--- src/decimal_expression_evaluator_defines.svh ---
// Assertion macros for the RTL files.
`ifndef DECIMAL_EXPRESSION_EVALUATOR_DEFINES_SVH
`define DECIMAL_EXPRESSION_EVALUATOR_DEFINES_SVH

// A condition that holds at every clock edge out of reset.
`define DEE_ASSERT_ALWAYS(label, cond) \
    label: assert property (@(posedge clk) disable iff (!rst_n) (cond)) \
        else $error("invariant violated");

// An implication checked in the same cycle.
`define DEE_ASSERT_IMP(label, ante, cons) \
    label: assert property (@(posedge clk) disable iff (!rst_n) (ante) |-> (cons)) \
        else $error("implication violated");

`endif

--- src/dee_pkg.sv ---
`default_nettype none
package dee_pkg;

    localparam int DEE_FRAC_BITS = 32;
    localparam logic [63:0] SMAX = 64'h7FFF_FFFF_FFFF_FFFF;

    localparam logic [7:0] CH_DOT   = 8'h2E;
    localparam logic [7:0] CH_STAR  = 8'h2A;
    localparam logic [7:0] CH_SLASH = 8'h2F;
    localparam logic [7:0] CH_PLUS  = 8'h2B;
    localparam logic [7:0] CH_MINUS = 8'h2D;
    localparam logic [7:0] CH_ZERO  = 8'h30;
    localparam logic [7:0] CH_NINE  = 8'h39;
    localparam logic [7:0] CH_SPACE = 8'h20;
    localparam logic [7:0] CH_TAB   = 8'h09;
    localparam logic [7:0] CH_CR    = 8'h0D;

    localparam logic [3:0] FRAC_LAST = 4'd10;

    typedef enum logic [2:0] {PH_NUM, PH_INT, PH_FRAC, PH_AFTER, PH_ERR} phase_t;
    typedef enum logic [1:0] {MOP_NONE, MOP_MUL, MOP_DIV} mul_op_t;
    typedef enum logic [1:0] {ST_OK, ST_SYNTAX, ST_DIV0, ST_OVF} status_t;
    typedef enum logic [2:0] {S_IDLE, S_STEP, S_NUMF, S_WAIT, S_CONT, S_OPER, S_FIN} state_t;

    typedef struct packed {
        logic start;
        logic is_div;
    } md_cmd_t;

    typedef struct packed {
        logic done;
        logic ovf;
        logic busy;
    } md_rsp_t;

    // Weight of the next fraction digit in Q0.32; it decays by tenths to zero.
    function automatic logic [31:0] frac_weight(input logic [3:0] idx);
        logic [31:0] w;
        begin
            case (idx)
                4'd0:    w = 32'd429496730;
                4'd1:    w = 32'd42949673;
                4'd2:    w = 32'd4294967;
                4'd3:    w = 32'd429497;
                4'd4:    w = 32'd42950;
                4'd5:    w = 32'd4295;
                4'd6:    w = 32'd430;
                4'd7:    w = 32'd43;
                4'd8:    w = 32'd4;
                default: w = 32'd0;
            endcase
            return w;
        end
    endfunction

endpackage
`default_nettype wire

--- src/dee_in_if.sv ---
`default_nettype none
interface dee_in_if;
    logic       valid;
    logic       ready;
    logic [7:0] ch;
    logic       end_of_text;

    modport source (output valid, output ch, output end_of_text, input ready);
    modport sink (input valid, input ch, input end_of_text, output ready);
endinterface
`default_nettype wire

--- src/dee_out_if.sv ---
`default_nettype none
interface dee_out_if;
    logic               valid;
    logic               ready;
    logic signed [63:0] value;
    logic [1:0]         status;

    modport source (output valid, output value, output status, input ready);
    modport sink (input valid, input value, input status, output ready);
endinterface
`default_nettype wire

--- src/dee_muldiv.sv ---
`default_nettype none
module dee_muldiv
    import dee_pkg::*;
#(
    parameter int FRAC_BITS = DEE_FRAC_BITS
)(
    input  wire logic        clk,
    input  wire logic        rst_n,
    input  wire md_cmd_t     cmd,
    input  wire logic [63:0] a,
    input  wire logic [63:0] b,
    output md_rsp_t          rsp,
    output logic [63:0]      result
);

    logic         busy_reg, busy_next;
    logic         done_reg, done_next;
    logic         div_reg, div_next;
    logic [7:0]   cnt_reg, cnt_next;
    logic [127:0] p_reg, p_next;
    logic [63:0]  rem_reg, rem_next;
    logic [63:0]  b_reg, b_next;
    logic [63:0]  x;
    logic [63:0]  y;
    logic [64:0]  s;

    // One 65-bit adder: adds the multiplicand or subtracts the divisor.
    assign x = div_reg ? {rem_reg[62:0], p_reg[127]} : p_reg[127:64];
    assign y = div_reg ? ~b_reg : b_reg;
    assign s = {1'b0, x} + {1'b0, y} + {64'd0, div_reg};

    always_comb
    begin
        busy_next = busy_reg;
        done_next = 1'b0;
        div_next  = div_reg;
        cnt_next  = cnt_reg;
        p_next    = p_reg;
        rem_next  = rem_reg;
        b_next    = b_reg;
        if (cmd.start)
        begin
            busy_next = 1'b1;
            div_next  = cmd.is_div;
            cnt_next  = cmd.is_div ? 8'd128 : 8'd64;
            p_next    = cmd.is_div ? ({64'd0, a} << FRAC_BITS) : {64'd0, a};
            rem_next  = 64'd0;
            b_next    = b;
        end
        else if (busy_reg)
        begin
            cnt_next = cnt_reg - 8'd1;
            if (cnt_reg == 8'd1)
            begin
                busy_next = 1'b0;
                done_next = 1'b1;
            end
            if (div_reg)
            begin
                rem_next = s[64] ? s[63:0] : x;
                p_next   = {p_reg[126:0], s[64]};
            end
            else
            begin
                p_next = p_reg[0] ? {s, p_reg[63:1]} : {1'b0, p_reg[127:64], p_reg[63:1]};
            end
        end
    end

    always_ff @(posedge clk or negedge rst_n)
    begin
        if (!rst_n)
        begin
            busy_reg <= 1'b0;
            done_reg <= 1'b0;
            div_reg  <= 1'b0;
            cnt_reg  <= 8'd0;
        end
        else
        begin
            busy_reg <= busy_next;
            done_reg <= done_next;
            div_reg  <= div_next;
            cnt_reg  <= cnt_next;
        end
    end

    always_ff @(posedge clk)
    begin
        p_reg   <= p_next;
        rem_reg <= rem_next;
        b_reg   <= b_next;
    end

    assign rsp.done = done_reg;
    assign rsp.busy = busy_reg;
    assign rsp.ovf  = div_reg ? (|p_reg[127:63]) : (|p_reg[127:FRAC_BITS+63]);
    assign result   = div_reg ? p_reg[63:0] : {1'b0, p_reg[FRAC_BITS+62:FRAC_BITS]};

endmodule
`default_nettype wire

--- src/decimal_expression_evaluator.sv ---
// Decimal expression evaluator.
// The text channel carries one character word per handshake; a word with
// end_of_text set closes the expression and yields one result word on the
// result channel: a signed fixed-point value with FRAC_BITS fraction bits
// and a status (0 ok, 1 syntax error, 2 division by zero, 3 overflow).
// Words are taken one at a time; each passes S_STEP, one that closes a
// number also S_NUMF (and S_WAIT for a product or quotient) and S_CONT,
// and an operator S_OPER, before the next word is taken. In S_WAIT the
// shared shift-add or restoring-divide unit runs one bit per cycle.
// The result word is written to the output register in S_FIN, after the
// end marker has passed S_STEP, or S_STEP, S_NUMF and S_CONT when it
// closes a number, with S_WAIT for a product or a quotient.
// The result sits in an output register; a stalled receiver holds it, and
// the block keeps taking characters until the next end marker, which waits
// for the register to drain. Reset clears the parse state and drops any
// pending result; the block is ready in the first cycle after reset.
`default_nettype none
`include "decimal_expression_evaluator_defines.svh"
module decimal_expression_evaluator
    import dee_pkg::*;
#(
    parameter int FRAC_BITS = DEE_FRAC_BITS
)(
    input wire logic clk,
    input wire logic rst_n,
    dee_in_if.sink   text,
    dee_out_if.source result
);

    localparam int SHL = (FRAC_BITS >= 32) ? FRAC_BITS - 32 : 0;
    localparam int SHR = (FRAC_BITS < 32) ? 32 - FRAC_BITS : 1;
    localparam logic [63:0] RND = 64'd1 << (SHR - 1);

    state_t             state_reg, state_next;
    phase_t             phase_reg, phase_next;
    mul_op_t            mop_reg, mop_next;
    status_t            err_reg, err_next;
    logic               add_op_reg, add_op_next;
    logic [3:0]         fidx_reg, fidx_next;
    logic signed [63:0] sum_reg, sum_next;
    logic [63:0]        term_reg, term_next;
    logic [63:0]        num_reg, num_next;
    logic [7:0]         c_reg, c_next;
    logic               eot_reg, eot_next;
    logic               out_valid_reg, out_valid_next;
    logic signed [63:0] out_value_reg, out_value_next;
    status_t            out_status_reg, out_status_next;

    md_cmd_t     md_cmd;
    md_rsp_t     md_rsp;
    logic [63:0] md_result;

    logic        accept;
    logic        is_digit;
    logic        is_space;
    logic [3:0]  digit;
    logic [67:0] n68;
    logic [67:0] int_sum;
    logic [63:0] fprod;
    logic [63:0] fx;
    logic [64:0] frac_sum;
    logic [64:0] t65;
    logic [64:0] fold;
    logic        fold_ovf;
    logic        div_zero;
    logic        slot_free;
    logic        do_fold;
    status_t     fin_status;

    function automatic status_t keep_first(input status_t cur, input status_t code);
        begin
            return (cur == ST_OK) ? code : cur;
        end
    endfunction

    dee_muldiv #(
        .FRAC_BITS(FRAC_BITS)
    ) u_muldiv (
        .clk   (clk),
        .rst_n (rst_n),
        .cmd   (md_cmd),
        .a     (term_reg),
        .b     (num_reg),
        .rsp   (md_rsp),
        .result(md_result)
    );

    assign accept    = text.valid && text.ready;
    assign is_digit  = (c_reg >= CH_ZERO) && (c_reg <= CH_NINE);
    assign is_space  = (c_reg == CH_SPACE) || ((c_reg >= CH_TAB) && (c_reg <= CH_CR));
    assign digit     = 4'(c_reg - CH_ZERO);
    assign n68       = {4'd0, num_reg};
    assign int_sum   = (n68 << 3) + (n68 << 1) + ({64'd0, digit} << FRAC_BITS);
    assign fprod     = {60'd0, digit} * {32'd0, frac_weight(fidx_reg)};
    assign fx        = (FRAC_BITS >= 32) ? (fprod << SHL) : ((fprod + RND) >> SHR);
    assign frac_sum  = {1'b0, num_reg} + {1'b0, fx};
    assign t65       = {1'b0, term_reg};
    assign fold      = add_op_reg ? ({sum_reg[63], sum_reg} - t65)
                                  : ({sum_reg[63], sum_reg} + t65);
    assign fold_ovf  = fold[64] ^ fold[63];
    assign div_zero  = (mop_reg == MOP_DIV) && (num_reg == 64'd0);
    assign slot_free = !out_valid_reg || result.ready;
    assign do_fold   = (err_reg == ST_OK) && (phase_reg == PH_AFTER);
    assign fin_status = (err_reg != ST_OK) ? err_reg : ((do_fold && fold_ovf) ? ST_OVF : ST_OK);

    always_comb
    begin
        state_next = state_reg;
        unique case (state_reg)
            S_IDLE:
            begin
                if (accept)
                    state_next = S_STEP;
            end
            S_STEP:
            begin
                if (eot_reg)
                    state_next = (phase_reg == PH_INT || phase_reg == PH_FRAC) ? S_NUMF : S_FIN;
                else if ((phase_reg == PH_INT || phase_reg == PH_FRAC) && !is_digit
                         && !(c_reg == CH_DOT && phase_reg == PH_INT))
                    state_next = S_NUMF;
                else if (phase_reg == PH_AFTER && !is_space)
                    state_next = S_OPER;
                else
                    state_next = S_IDLE;
            end
            S_NUMF:
            begin
                state_next = (mop_reg == MOP_NONE || div_zero) ? S_CONT : S_WAIT;
            end
            S_WAIT:
            begin
                if (md_rsp.done)
                    state_next = S_CONT;
            end
            S_CONT:
            begin
                if (eot_reg)
                    state_next = S_FIN;
                else if (err_reg == ST_OK && !is_space)
                    state_next = S_OPER;
                else
                    state_next = S_IDLE;
            end
            S_OPER:
            begin
                state_next = S_IDLE;
            end
            S_FIN:
            begin
                if (slot_free)
                    state_next = S_IDLE;
            end
            default:
            begin
                state_next = S_IDLE;
            end
        endcase
    end

    always_comb
    begin
        text.ready    = (state_reg == S_IDLE);
        md_cmd.start  = (state_reg == S_NUMF) && (mop_reg != MOP_NONE) && !div_zero;
        md_cmd.is_div = (mop_reg == MOP_DIV);
    end

    always_comb
    begin
        phase_next      = phase_reg;
        mop_next        = mop_reg;
        err_next        = err_reg;
        add_op_next     = add_op_reg;
        fidx_next       = fidx_reg;
        sum_next        = sum_reg;
        term_next       = term_reg;
        num_next        = num_reg;
        c_next          = c_reg;
        eot_next        = eot_reg;
        out_valid_next  = out_valid_reg && !result.ready;
        out_value_next  = out_value_reg;
        out_status_next = out_status_reg;
        case (state_reg)
            S_IDLE:
            begin
                if (accept)
                begin
                    c_next   = text.ch;
                    eot_next = text.end_of_text;
                end
            end
            S_STEP:
            begin
                if (eot_reg)
                begin
                    if (phase_reg == PH_NUM)
                    begin
                        err_next   = keep_first(err_reg, ST_SYNTAX);
                        phase_next = PH_ERR;
                    end
                end
                else if (phase_reg == PH_NUM)
                begin
                    if (is_digit)
                    begin
                        num_next   = {60'd0, digit} << FRAC_BITS;
                        phase_next = PH_INT;
                    end
                    else if (!is_space)
                    begin
                        err_next   = keep_first(err_reg, ST_SYNTAX);
                        phase_next = PH_ERR;
                    end
                end
                else if (phase_reg == PH_INT && is_digit)
                begin
                    if (|int_sum[67:63])
                    begin
                        err_next   = keep_first(err_reg, ST_OVF);
                        phase_next = PH_ERR;
                    end
                    else
                        num_next = int_sum[63:0];
                end
                else if (phase_reg == PH_FRAC && is_digit)
                begin
                    if (frac_sum[64] || frac_sum[63])
                    begin
                        err_next   = keep_first(err_reg, ST_OVF);
                        phase_next = PH_ERR;
                    end
                    else
                    begin
                        num_next = frac_sum[63:0];
                        if (fidx_reg != FRAC_LAST)
                            fidx_next = fidx_reg + 4'd1;
                    end
                end
                else if (phase_reg == PH_INT && c_reg == CH_DOT)
                begin
                    fidx_next  = 4'd0;
                    phase_next = PH_FRAC;
                end
            end
            S_NUMF:
            begin
                if (mop_reg == MOP_NONE)
                begin
                    term_next  = num_reg;
                    phase_next = PH_AFTER;
                end
                else if (div_zero)
                begin
                    err_next   = keep_first(err_reg, ST_DIV0);
                    phase_next = PH_ERR;
                end
            end
            S_WAIT:
            begin
                if (md_rsp.done)
                begin
                    if (md_rsp.ovf)
                    begin
                        err_next   = keep_first(err_reg, ST_OVF);
                        phase_next = PH_ERR;
                    end
                    else
                    begin
                        term_next  = md_result;
                        phase_next = PH_AFTER;
                    end
                end
            end
            S_OPER:
            begin
                if (c_reg == CH_PLUS || c_reg == CH_MINUS)
                begin
                    if (fold_ovf)
                    begin
                        err_next   = keep_first(err_reg, ST_OVF);
                        phase_next = PH_ERR;
                    end
                    else
                    begin
                        sum_next    = fold[63:0];
                        add_op_next = (c_reg == CH_MINUS);
                        mop_next    = MOP_NONE;
                        phase_next  = PH_NUM;
                    end
                end
                else if (c_reg == CH_STAR || c_reg == CH_SLASH)
                begin
                    mop_next   = (c_reg == CH_STAR) ? MOP_MUL : MOP_DIV;
                    phase_next = PH_NUM;
                end
                else
                begin
                    err_next   = keep_first(err_reg, ST_SYNTAX);
                    phase_next = PH_ERR;
                end
            end
            S_FIN:
            begin
                if (slot_free)
                begin
                    out_valid_next  = 1'b1;
                    out_status_next = fin_status;
                    if (fin_status != ST_OK)
                        out_value_next = 64'sd0;
                    else
                        out_value_next = do_fold ? fold[63:0] : sum_reg;
                    phase_next  = PH_NUM;
                    mop_next    = MOP_NONE;
                    err_next    = ST_OK;
                    add_op_next = 1'b0;
                    fidx_next   = 4'd0;
                    sum_next    = 64'sd0;
                    term_next   = 64'd0;
                    num_next    = 64'd0;
                end
            end
            default:
            begin
            end
        endcase
    end

    always_ff @(posedge clk or negedge rst_n)
    begin
        if (!rst_n)
        begin
            state_reg     <= S_IDLE;
            phase_reg     <= PH_NUM;
            mop_reg       <= MOP_NONE;
            err_reg       <= ST_OK;
            add_op_reg    <= 1'b0;
            fidx_reg      <= 4'd0;
            sum_reg       <= 64'sd0;
            term_reg      <= 64'd0;
            num_reg       <= 64'd0;
            out_valid_reg <= 1'b0;
        end
        else
        begin
            state_reg     <= state_next;
            phase_reg     <= phase_next;
            mop_reg       <= mop_next;
            err_reg       <= err_next;
            add_op_reg    <= add_op_next;
            fidx_reg      <= fidx_next;
            sum_reg       <= sum_next;
            term_reg      <= term_next;
            num_reg       <= num_next;
            out_valid_reg <= out_valid_next;
        end
    end

    always_ff @(posedge clk)
    begin
        c_reg          <= c_next;
        eot_reg        <= eot_next;
        out_value_reg  <= out_value_next;
        out_status_reg <= out_status_next;
    end

    assign result.valid  = out_valid_reg;
    assign result.value  = out_value_reg;
    assign result.status = out_status_reg;

    `DEE_ASSERT_IMP(a_err_value_zero, result.valid && result.status != ST_OK, result.value == 64'sd0)
    `DEE_ASSERT_IMP(a_busy_not_ready, md_rsp.busy, !text.ready)
    `DEE_ASSERT_IMP(a_err_phase, err_reg != ST_OK, phase_reg == PH_ERR)
    `DEE_ASSERT_ALWAYS(a_term_nonneg, !term_reg[63])

endmodule
`default_nettype wire

--- src/flat_wrapper.sv ---
// flat-port wrapper written by rule: the top's interface ports become plain ports
module decimal_expression_evaluator_flat import dee_pkg::*;
#(
    parameter int FRAC_BITS = DEE_FRAC_BITS
)
  (clk, rst_n, text_valid, text_ch, text_end_of_text, text_ready, result_valid, result_value, result_status, result_ready);
  dee_in_if text_i ();
  dee_out_if result_i ();
  input wire logic clk;
  input wire logic rst_n;
  input wire logic [$bits(text_i.valid)-1:0] text_valid;
  input wire logic [$bits(text_i.ch)-1:0] text_ch;
  input wire logic [$bits(text_i.end_of_text)-1:0] text_end_of_text;
  output wire logic [$bits(text_i.ready)-1:0] text_ready;
  output wire logic [$bits(result_i.valid)-1:0] result_valid;
  output wire logic [$bits(result_i.value)-1:0] result_value;
  output wire logic [$bits(result_i.status)-1:0] result_status;
  input wire logic [$bits(result_i.ready)-1:0] result_ready;
  assign text_i.valid = text_valid;
  assign text_i.ch = text_ch;
  assign text_i.end_of_text = text_end_of_text;
  assign text_ready = text_i.ready;
  assign result_valid = result_i.valid;
  assign result_value = result_i.value;
  assign result_status = result_i.status;
  assign result_i.ready = result_ready;
  decimal_expression_evaluator #(.FRAC_BITS(FRAC_BITS)) u_core (.clk(clk), .rst_n(rst_n), .text(text_i), .result(result_i));
endmodule
--- config.mk ---
export PLATFORM = sky130hd
export DESIGN_NAME = decimal_expression_evaluator_flat
export DESIGN_NICKNAME = d
export VERILOG_FILES = /design/src/dee_pkg.sv /design/src/dee_in_if.sv /design/src/dee_out_if.sv /design/src/dee_muldiv.sv /design/src/decimal_expression_evaluator.sv /design/src/flat_wrapper.sv
export VERILOG_INCLUDE_DIRS = /design/src /design/src/src
export SDC_FILE = /design/constraint.sdc
export NUM_CORES = 2
export LEC_CHECK = 0
export CELL_PAD_IN_SITES_DETAIL_PLACEMENT = 1
export CELL_PAD_IN_SITES_GLOBAL_PLACEMENT = 2
export CORE_MARGIN = 2
export CORE_UTILIZATION = 41
export DETAILED_ROUTE_END_ITERATION = 8
export DONT_BUFFER_PORTS = 1
export PLACE_DENSITY = 0.92
export SETUP_SLACK_MARGIN = 0.3
export SKIP_CTS_REPAIR_TIMING = 1
export SKIP_LAST_GASP = 1
export SYNTH_ARGS = -nofsm -noshare
export SYNTH_HDL_FRONTEND = slang
export SYNTH_SLANG_ARGS = --single-unit
--- constraint.sdc ---
create_clock -name clk -period 7.2 [get_ports clk]
set_input_delay 1.44 -clock clk [delete_from_list [all_inputs] [get_ports clk]]
set_output_delay 1.44 -clock clk [all_outputs]
set_load 0.005 [all_outputs]
== After elaboration in Yosys (flattened, before gate mapping) ==
Memories as Yosys holds them, arrays and structs flattened.
Cells that the tools add are included.
Widths: inputs -> output; s select.

* Register bits after elaboration: 549
* ROM bits: 432
* Bits of input ports: 13
* Memories: 1

* Add/sub/neg operators: 10
* Multiply operators: 1
* $lt $le $gt $ge: 4
* Equality and inequality tests: 52
* Muxes and demuxes: 109
* Bitwise gates (word level): 2
* Reduce and logical (&&, ||, !) cells: 56

{| class="wikitable"
|+ Memory list
! memory !! words !! bits a word !! rd ports !! clocked after memory_dff !! wr ports !! line !! text
|-
| (name not given) || 16 || 27 || 1 || 0 || 0 || dee_pkg.sv:40 || <nowiki>case (idx)</nowiki>
|}

{| class="wikitable"
|+ Operators by type and width
! operator !! number
|-
| $mux 64 || 17
|-
| $mux 128 || 4
|-
| $pmux 64 s2 || 2
|-
| $pmux 64 s3 || 1
|-
| $mux 96 || 1
|-
| $mux 3 || 27
|-
| $add 67x65->68 || 1
|-
| $add 68x36->68 || 1
|-
| $add 64x36->65 || 1
|-
| $add 64x64->65 || 1
|-
| $add 65x1->65 || 1
|-
| $add 65x64->65 || 1
|-
| $mux 65 || 1
|-
| $reduce_or 65->1 || 1
|-
| $sub 65x64->65 || 1
|-
| $logic_not 64->1 || 1
|-
| $not 64->64 || 1
|-
| $mux 63 || 1
|-
| $mux 2 || 26
|-
| $eq 8x6->1 const B || 6
|-
| $mul 4x32->36 || 1
|-
| $reduce_or 33->1 || 1
|-
| $mux 4 || 8
|-
| $mux 8 || 3
|-
| other kinds (48) || 125
|}

== Depth between registers and ports, before layout ==
* Depth in word-level cells: 10
* Mapped depth: 27
* Mapped depth without buffers: 23

== Modules after synthesis ==
A second synthesis with hierarchy kept.

* Cells, all modules: 5,630
* Area total of the unflattened synthesis: 46,532.1 µm²

{| class="wikitable"
|+ Modules (own cells, without submodules)
! module !! times used !! cells each !! area an instance (µm²) !! seq. area each (µm²)
|-
| decimal_expression_evaluator || 1 || 3,578 || 28,421.0 || 7,457.2
|-
| dee_muldiv || 1 || 2,052 || 18,111.1 || 7,302.0
|}

== Least setup slack after synthesis ==
Ideal clock, no wire load.

* Path type: reg2reg
* From: reg u_core.fidx_reg[1]
* To: reg u_core.fidx_reg[0]
* Setup time: 0.120 ns
* Arrival time: 6.141 ns
* Path slack: 0.939 ns
* Stages on the path, launching flop included: 24
* Buffers on the path: 1
* Clock period less this slack: 6.261 ns
* Path through: dfrtp_1 -> clkbuf_1 -> clkinv_1 -> ha_1 -> nor3_1 -> nor2_1 -> and2_1 -> fa_1 -> fa_1 -> inv_1 -> fa_1 -> inv_1 -> ha_1 -> o211ai_1 -> o211ai_1 -> nor4bb_1 -> nor2_1 -> a211o_1 -> a21oi_2 -> nand4_1 -> a221o_1 -> a21boi_1 -> nor3_1 -> a31o_2

* Cells in the longest elaborated chain, start to end: 6

{| class="wikitable"
|+ Ends and longest elaborated chain
! item !! line !! text
|-
| start, declared || decimal_expression_evaluator.sv:39 || <nowiki>logic [3:0] fidx_reg, fidx_next;</nowiki>
|-
| start signal, assigned || decimal_expression_evaluator.sv:350 || <nowiki>fidx_reg <= fidx_next;</nowiki>
|-
| $mem_v2 16x27 || -- ||
|-
| $mul 4x32->36 || decimal_expression_evaluator.sv:94 || <nowiki>assign fprod = {60'd0, digit} * {32'd0, frac_weight(fidx_reg)};</nowiki>
|-
| $add 64x36->65 || decimal_expression_evaluator.sv:96 || <nowiki>assign frac_sum = {1'b0, num_reg} + {1'b0, fx};</nowiki>
|-
| $logic_or 1x1->1 || decimal_expression_evaluator.sv:227 || <nowiki>if (frac_sum[64] || frac_sum[63])</nowiki>
|-
| $ne 3x3->1 (no source line) || -- ||
|-
| $reduce_and 8->1 (no source line) * || -- ||
|}

Mark *: on every way between the ends. The rest lies on a longest branch, timed or not.
A chain may end at the register's enable or synchronous reset.

== Worst setup path in the final report ==
* From: reg u_core.fidx_reg[0]
* To: reg u_core.fidx_reg[0]

* Cells in the longest elaborated chain, start to end: 8

{| class="wikitable"
|+ Ends and longest elaborated chain
! item
|-
| branches (longest 8 deep; another with $add 64x36->65)
|}

Parallel ways; which one is timed is not known. The select of a mux whose other input is x is not followed.

==> results by group <==
Clock tree
  – CTS Buffer Depth: 3
  – Clk slew on worst S/H paths: 0.06 ns
  – TritonCTS buffer count: 73
  – CTS tree: done
  – # clock sinks: 549
  – CTS H-tree depth: 3
  – Clk root buf: clkbuf_16
  – Clock Latency Late Sink: 0.67 ns

Placed design
  – Port Buffer Count: 0
  – Post-DP HPWL: 128000 microns
  – Placed cell area: 0.0482 sq mm
  – GPL Wtd Cong: 0.911

Routing
  – Iteration-0 DRC Markers: 3696
  – Final wirelength: 176000 microns
  – DR WL/cell: 25.2 microns
  – Detail Route Antenna Nets: 0
  – Router iterations before antenna repair: 6
  – Via count: 43.8k
  – Avg Vias per Cell: 6.28
  – # DRC: 0

Worst setup path
  – CP endpoint: u_core.fidx_reg[0]
  – Arr. time, crit path: 7.21 ns
  – CP Data Required Time: 7.75 ns
  – Worst r2r path cells: 24
  – Critical path peak fanout: 10
  – Critical path class: register to register
  – Worst Setup SP: u_core.fidx_reg[0]
  – Flop-to-flop setup slack: 0.55 ns
  – Worst setup EP type: register
  – Reg2reg start: u_core.fidx_reg[0]
  – Reg-to-reg endpoint: u_core.fidx_reg[0]
  – CP Launch Type: register

Floorplanning
  – Die width: 342 microns
  – Core Area: 0.114 sq mm
  – Die area: 0.117 sq mm
  – I/O pin total: 81
  – Starting Density: 41.2%
  – Die Y: 342 microns
  – Placement Rows: 124

Global route
  – GR Overflow Total: 0
  – Gr usage total: 29.4%
  – First-pass GRT wire length: 270000 microns
  – Initial antenna violation count: 10
  – Largest net degree at the start of global routing: 220
  – Vias in the first global route: 44.8k

Pwr
  – Switching power of the nets: 0.00159 W
  – Peak VDD IR: 0.151 mV
  – Comb pwr share: 0%
  – Total power: 0.00709 W
  – Static leakage: 21.4 nW
  – Power share of the clock group: 54.0%
  – Total internal power: 0.00551 W
  – Seq pwr share: 46.0%
  – Sw Share: 22.4%
  – Power Dens Cells: 139 mW/mm^2

Yosys
  – Synth cell types: 92
  – Top cells by count, synth: a21oi_1 (569), nand2_1 (566), nor2_1 (510)
  – Register bit total from synthesis: 549
  – Cells after Synth: 5604
  – Post-synthesis adder-cell area fraction: 11.8%
  – Cell area after synthesis: 0.0469 sq mm
  – Post-synthesis mux area share: 5.25%
  – Yosys top cell area share: 17.1%
  – Cell taking the most area after synthesis: edfxtp_1
  – Count leader, synth: a21oi_1
  – Post-synthesis compound-gate area fraction: 22.2%
  – Async set-reset flop share out of synthesis: 39.9%
  – Post-synth EDFFs: 267
  – Register area share after synthesis: 31.5%
  – Main area contributors after synthesis: edfxtp_1 (17%), dfrtp_1 (12%), ha_1 (8.2%)
  – Post-Synth Simple-Gate Area: 17.8%
  – Mapped Nets: 6009
  – Mean post-synth cell area: 8.37 sq um
  – Post-Synth XOR/XNOR Area: 6.47%
  – Leading register cell type out of synthesis: edfxtp_1
  – Largest family of logic cells by synthesized area: compound AO/OA/AOI/OAI gates
  – Synth Warn #: 0

Finish
  – Fin area: 0.0509 sq mm
  – Layout area overhead: 8.55%
  – Max FFs per register: 128
  – Final Util: 44.7%
  – Share of cells above drive strength 1: 7.14%
  – Final net count: 5811

Hold path
  – HP Class: register to register
  – Worst Hold Launch: u_core.u_muldiv.rem_reg[62]

Timing
  – Crit path time final: 6.65 ns
  – RSZ-0062 raised after global routing: false
  – Clock Skew: 0.0473 ns
  – Final Setup Violations: 0
  – Post-Route Setup TNS: 0 ns
  – Slew margin rel.: 19.0%
  – F_max: 150 MHz
  – Final slew viol count: 0
  – Worst Tran Pin Value: 1.20 ns
  – Final Cycle Share: 92.4%
  – Final Hold Vio Count: 0

Job
  – Max-Cap Viols: 0

Run status
  – Status: complete, no violations
cell families (layout without fill, tap and decap cells):
family,Yosys count,in the layout
XOR/XNOR,344,344
multiplexers,237,237
adder cells (fa/ha/maj),393,393
flip-flops,549,549
AND/OR/NAND/NOR,1791,1791
other,0,5
AO/OA/AOI/OAI,1682,1682
buffers and inverters,608,470
through the flow:
stage,instances,setup slack (ns),hold slack (ns)
2_1_floorplan,5604,0.939,0.428
3_3_place_gp,6839,0.401,0.440
3_5_place_dp,6839,0.173,0.453
4_1_cts,6974,0.163,0.465
5_1_grt,6979,0.212,0.484
6_report,6983,0.547,0.463
final cells by class:
class                      count  area (sq um)
antenna                        5          12.5
clock buffer                  93          2000
clock inverter                42           467
fill                       13581         63000
inverter                     233           890
multi-input combinational   4447         30000
sequential                   549         14800
tap                         1512          1890
timing repair buffer         102           898
power by group through the flow:
| stage | clock network (W) | logic [W] | registers [W] |
|---|---|---|---|
| final | 0.00383 | 0.000000180 | 0.00326 |
| after global routing | 0.00399 | 0.000000180 | 0.00326 |
| after CTS | 0.00387 | 0.000000180 | 0.00326 |
| after detailed placement | 0 | 0.000000180 | 0.00333 |
| after global placement | 0 | 0.000000180 | 0.00333 |
| after floorplan | 0 | 0.000000181 | 0.00333 |
layer usage:
layer  track usage (%)  share of wire, %  vias up
li1                  -                 -    19932
met1              37.2                41    21970
met2              48.5                47     1470
met3              5.32               6.9      462
met4              13.7               5.1        6
met5             0.327             0.043        -
how the worst min path moves through the flow:
stage	cells past startpoint	slack, ns	endpoint
floorplan	2	0.43	u_core.u_muldiv.rem_reg[10]
global placement	2	0.44	u_core.u_muldiv.rem_reg[62]
detailed placement	2	0.45	u_core.u_muldiv.rem_reg[10]
CTS	2	0.47	u_core.u_muldiv.rem_reg[10]
global route	0	0.48	u_core.num_reg[26]
finish	2	0.46	u_core.u_muldiv.rem_reg[62]
placed cells by master, fill, tap and decap left out, drive strengths merged, types with 102 or more instances in the layout:
cell type,netlist,layout
a211oi,134,134
a21o,134,134
a21oi,570,570
a31oi,143,143
buf,58,102
dfrtp,219,219
edfxtp,267,267
ha,309,309
inv,229,235
mux2i,167,167
nand2,566,566
nand3,157,157
nor2,510,510
nor3,108,108
o21ai,354,354
xnor2,185,185
xor2,158,158
worst max-delay path, stage by stage, from the launching register on:
cell and delay, ns:
dfrtp_2 0.45, inv_1 0.16, buf_4 0.22, ha_2 0.26, nor3_1 0.06, nor2_1 0.21
and2_1 0.21, fa_1 0.43, fa_1 0.56, inv_1 0.06, fa_1 0.53, inv_1 0.05
ha_1 0.34, o211ai_1 0.13, o211ai_1 0.36, nor4bb_4 0.40, nor2_1 0.10, a211o_1 0.38
a21oi_4 0.30, nand4_1 0.16, buf_4 0.20, a221o_1 0.38, a21boi_4 0.26, nor3_1 0.07
a31o_2 0.24
No activity file was read; power rests on OpenSTA's default activity.
